===== src/design/haa_delay.sv =====
// fixed-length shift line with stall enable, keeps side data in step with
// the cordic pipelines; depends on nothing
module haa_delay #(
    parameter int WIDTH = 16,
    parameter int DEPTH = 1
) (
    input  logic             aclk,
    input  logic             en,
    input  logic [WIDTH-1:0] in_data,
    output logic [WIDTH-1:0] out_data
);

    logic [WIDTH-1:0] tap_reg [0:DEPTH-1];

    always_ff @(posedge aclk) begin
        if (en) begin
            tap_reg[0] <= in_data;
        end
    end

    for (genvar i = 1; i < DEPTH; i++) begin : g_tap
        always_ff @(posedge aclk) begin
            if (en) begin
                tap_reg[i] <= tap_reg[i-1];
            end
        end
    end

    assign out_data = tap_reg[DEPTH-1];

endmodule


===== config.mk =====
export PLATFORM = sky130hd
export DESIGN_NAME = haa_delay
export DESIGN_NICKNAME = d
export VERILOG_FILES = /design/src/design/haa_delay.sv
export SDC_FILE = /design/constraint.sdc
export NUM_CORES = 1
export LEC_CHECK = 0
export ABC_AREA = 0
export BUFFER_PORTS_ARGS = -buffer_cell sky130_fd_sc_hd__clkbuf_2
export CORE_MARGIN = 1.5
export CORE_UTILIZATION = 33
export CTS_BUF_LIST = sky130_fd_sc_hd__clkbuf_4 sky130_fd_sc_hd__clkbuf_8 sky130_fd_sc_hd__clkbuf_16
export DETAILED_ROUTE_END_ITERATION = 7
export GPL_TIMING_DRIVEN = 0
export PLACE_DENSITY = 0.68
export SLEW_MARGIN = 15
export SYNTH_ARGS = -nofsm -noshare
export SYNTH_HDL_FRONTEND = slang
export SYNTH_SLANG_ARGS = --single-unit

===== constraint.sdc =====
create_clock -name aclk -period 0.8 [get_ports aclk]
set_input_delay 0.04 -clock aclk [delete_from_list [all_inputs] [get_ports aclk]]
set_output_delay 0.04 -clock aclk [all_outputs]
set_load 0.1 [all_outputs]

==> metrics.md <==
| Metric | Value |
|---|---|
| Status | finished with violations |
| Failing checks | negative setup slack |
| CP Capture Type | output port |
| Max-cap violations | 0 |
| Top FF cell, synth | edfxtp_1 |
| Fmax | 1060 MHz |
| Most frequent cell after synthesis | edfxtp_1 |
| Vias per inst | 4.36 |
| Final Non-Filler Cells | 84 |
| Synthesized cell area | 480 µm² |
| Synthesized area per cell | 30.0 µm² |
| IO Port Bufs | 33 |
| Switch share | 36.4% |
| Post-synthesis async set-or-reset flop share | 0% |
| Worst slew margin | 74.4% |
| Core Rows | 13 |
| # placed instances | 64 |
| Crit path buffers/inverters | 1 |
| Post-synthesis adder-cell area fraction | 0% |
| Setup ws final | -0.140 ns |
| Tot GR Track Use | 16.8% |
| Synth warn | 0 |
| Power Dens Cells | 2210 nW/µm² |
| Area occupied by multi-input gates | 0 µm² |
| Synth Register Bits | 16 |
| WL/cell | 14.0 µm |
| Synth cell count leaders | edfxtp_1 (16) |
| Layout cells sized above 1 | 52.2% |
| Post-synthesis mux area share | 0% |
| Syn_nets | 34 |
| Final setup violation count | 16 |
| Area leader, netlist | edfxtp_1 |
| CTS Buf Count | 3 |
| Worst-path clk slew | 0.09 ns |
| Crit-path slowest cell | edfxtp_1 |
| Hold_sp | en |
| GP Congestion | 0.589 |
| Minimum clock period | 0.940 ns |
| Unrepaired setup endpoints after global routing | true |
| Element type at the critical path start | flop |
| Cell Chain, Critical Path | buf_8 |
| Die W | 41.2 µm |
| Final nets | 88 |
| Worst min path class | in -> reg |
| Total die area | 1690 µm² |
| Clock Path Buffers | 2 |
| Synth Area in Compound Gates | 0% |
| Fin. max-slew vios | 0 |
| Drt drc | 0 |
| Final Hold Viols | 0 |
| Net Sw Power | 0.000814 W |
| Clk sinks | 16 |
| Vias in the first global route | 356 |
| Slew @ Worst Pin | 0.385 ns |
| Initial Utilization | 36.0% |
| Synth cell types | 1 |
| #MultiIn Comb | 0 |
| Crit path required time | 0.76 ns |
| DRT Wirelength | 1180 µm |
| H-tree depth | 1 |
| Synth Area in XOR/XNOR | 0% |
| Initial antenna violation count | 0 |
| Via count | 366 |
| Total core area | 1330 µm² |
| Post-synth EDFFs | 16 |
| Die height | 41.2 µm |
| CTS tree | yes |
| Power share of the clock group | 18.8% |
| First-pass GRT wire length | 1670 µm |
| Area contributors post-synth | edfxtp_1 (100%) |
| Critical setup path kind | reg -> out |
| Slowest stage delay, CP | 0.42 ns |
| Sequential power share | 46.5% |
| Post-route ant nets | 0 |
| Period utilisation layout | 118% |
| Simple logic cell fraction of the synthesized area | 0% |
| Drt pass-1 iters | 4 |
| Top delay family on crit path | flip-flops |
| Area growth from synthesis to layout | 110% |
| P_int | 0.00142 W |
| Synth top area share | 100% |
| Fin util | 75.8% |
| Share of the yosys chip area belonging to registers | 100% |
| Setup WS pre-CTS | -0.0254 ns |
| Top Ports | 34 |
| WHS Path Cells | 1 |
| P_leak | 0.428 nW |
| # diodes | 0 |
| CTS root buf | clkbuf_4 |
| CP Max Fanout | 1 |
| Largest net degree at the start of global routing | 17 |
| Max FFs per register | 16 |
| DR iter-0 viols | 15 |
| Logic pwr share | 34.7% |
| Filler Cell Count | 80 |
| Cell count after synthesis | 16 |
| Crit path DAT | 0.90 ns |
| Grt ovf | 0 |
| Maximum vdd drop | 1.14 mV |
| Storage cell area | 480 µm² |
| Hold Path End | tap_reg[0][13]$_DFFE_PP_ |
[cell type report]
| cell class | instances | share of cell area (%) |
|---|---|---|
| Timing Repair Buffer | 49 | 48.0 |
| Tap cell | 15 | 1.86 |
| Sequential cell | 16 | 47.5 |
| Clock inverter | 1 | 0.371 |
| Clock buffer | 3 | 2.23 |
[metal layers]
metal,GRT usage [%],wire length (µm),up-vias
met3,1.63,29,2
met4,14.5,19,0
li1,-,-,171
met1,20.8,449,181
met2,25.8,677,12
met5,0,0,-
[power groups by stage]
stage               registers (W)  logic (W)  clock network, W
detailed placement        0.00103   0.000586                 0
finish                    0.00104   0.000777          0.000420
CTS                       0.00102   0.000749          0.000434
global route              0.00105   0.000800          0.000468
global placement          0.00103   0.000581                 0
floorplan                 0.00151          0                 0
[through the flow]
stage | TNS, ns | total power, W | instance area [µm²] | hold slack, ns
CTS | -2.31 | 0.00221 | 991 | 0.249
floorplan | -2.30 | 0.00151 | 480 | 0.139
detailed placement | -0.0714 | 0.00162 | 664 | 0.219
finish | -1.98 | 0.00224 | 1010 | 0.255
global placement | 0 | 0.00161 | 664 | 0.218
global route | -2.51 | 0.00232 | 1010 | 0.278
[what timing repair did]
action,CTS,global route
hold buffers,16,0
gates resized for setup,32,16
setup buffers,0,0
setup endpoints to repair,16,16
endpoints found under the hold margin,16,0
[placed cells by master (no fill, tap or decap)]
master and n:
clkbuf_2 17, dlygate4sd3_1 16, clkbuf_4 3, clkinv_1 1
edfxtp_1 16, buf_8 16
[cells by family after synthesis]
group and Yosys count:
DFF 16
[worst max path at each step]
| stage | startpoint | cells past startpoint | endpoint |
|---|---|---|---|
| 2_1_floorplan | tap_reg[0][0]$_DFFE_PP_ | 0 | out_data[0] |
| 3_3_place_gp | tap_reg[0][15]$_DFFE_PP_ | 1 | out_data[15] |
| 3_5_place_dp | tap_reg[0][5]$_DFFE_PP_ | 1 | out_data[5] |
| 4_1_cts | tap_reg[0][5]$_DFFE_PP_ | 1 | out_data[5] |
| 5_1_grt | tap_reg[0][10]$_DFFE_PP_ | 1 | out_data[10] |
| 6_report | tap_reg[0][3]$_DFFE_PP_ | 1 | out_data[3] |
Power figures use the tool's default switching activity.
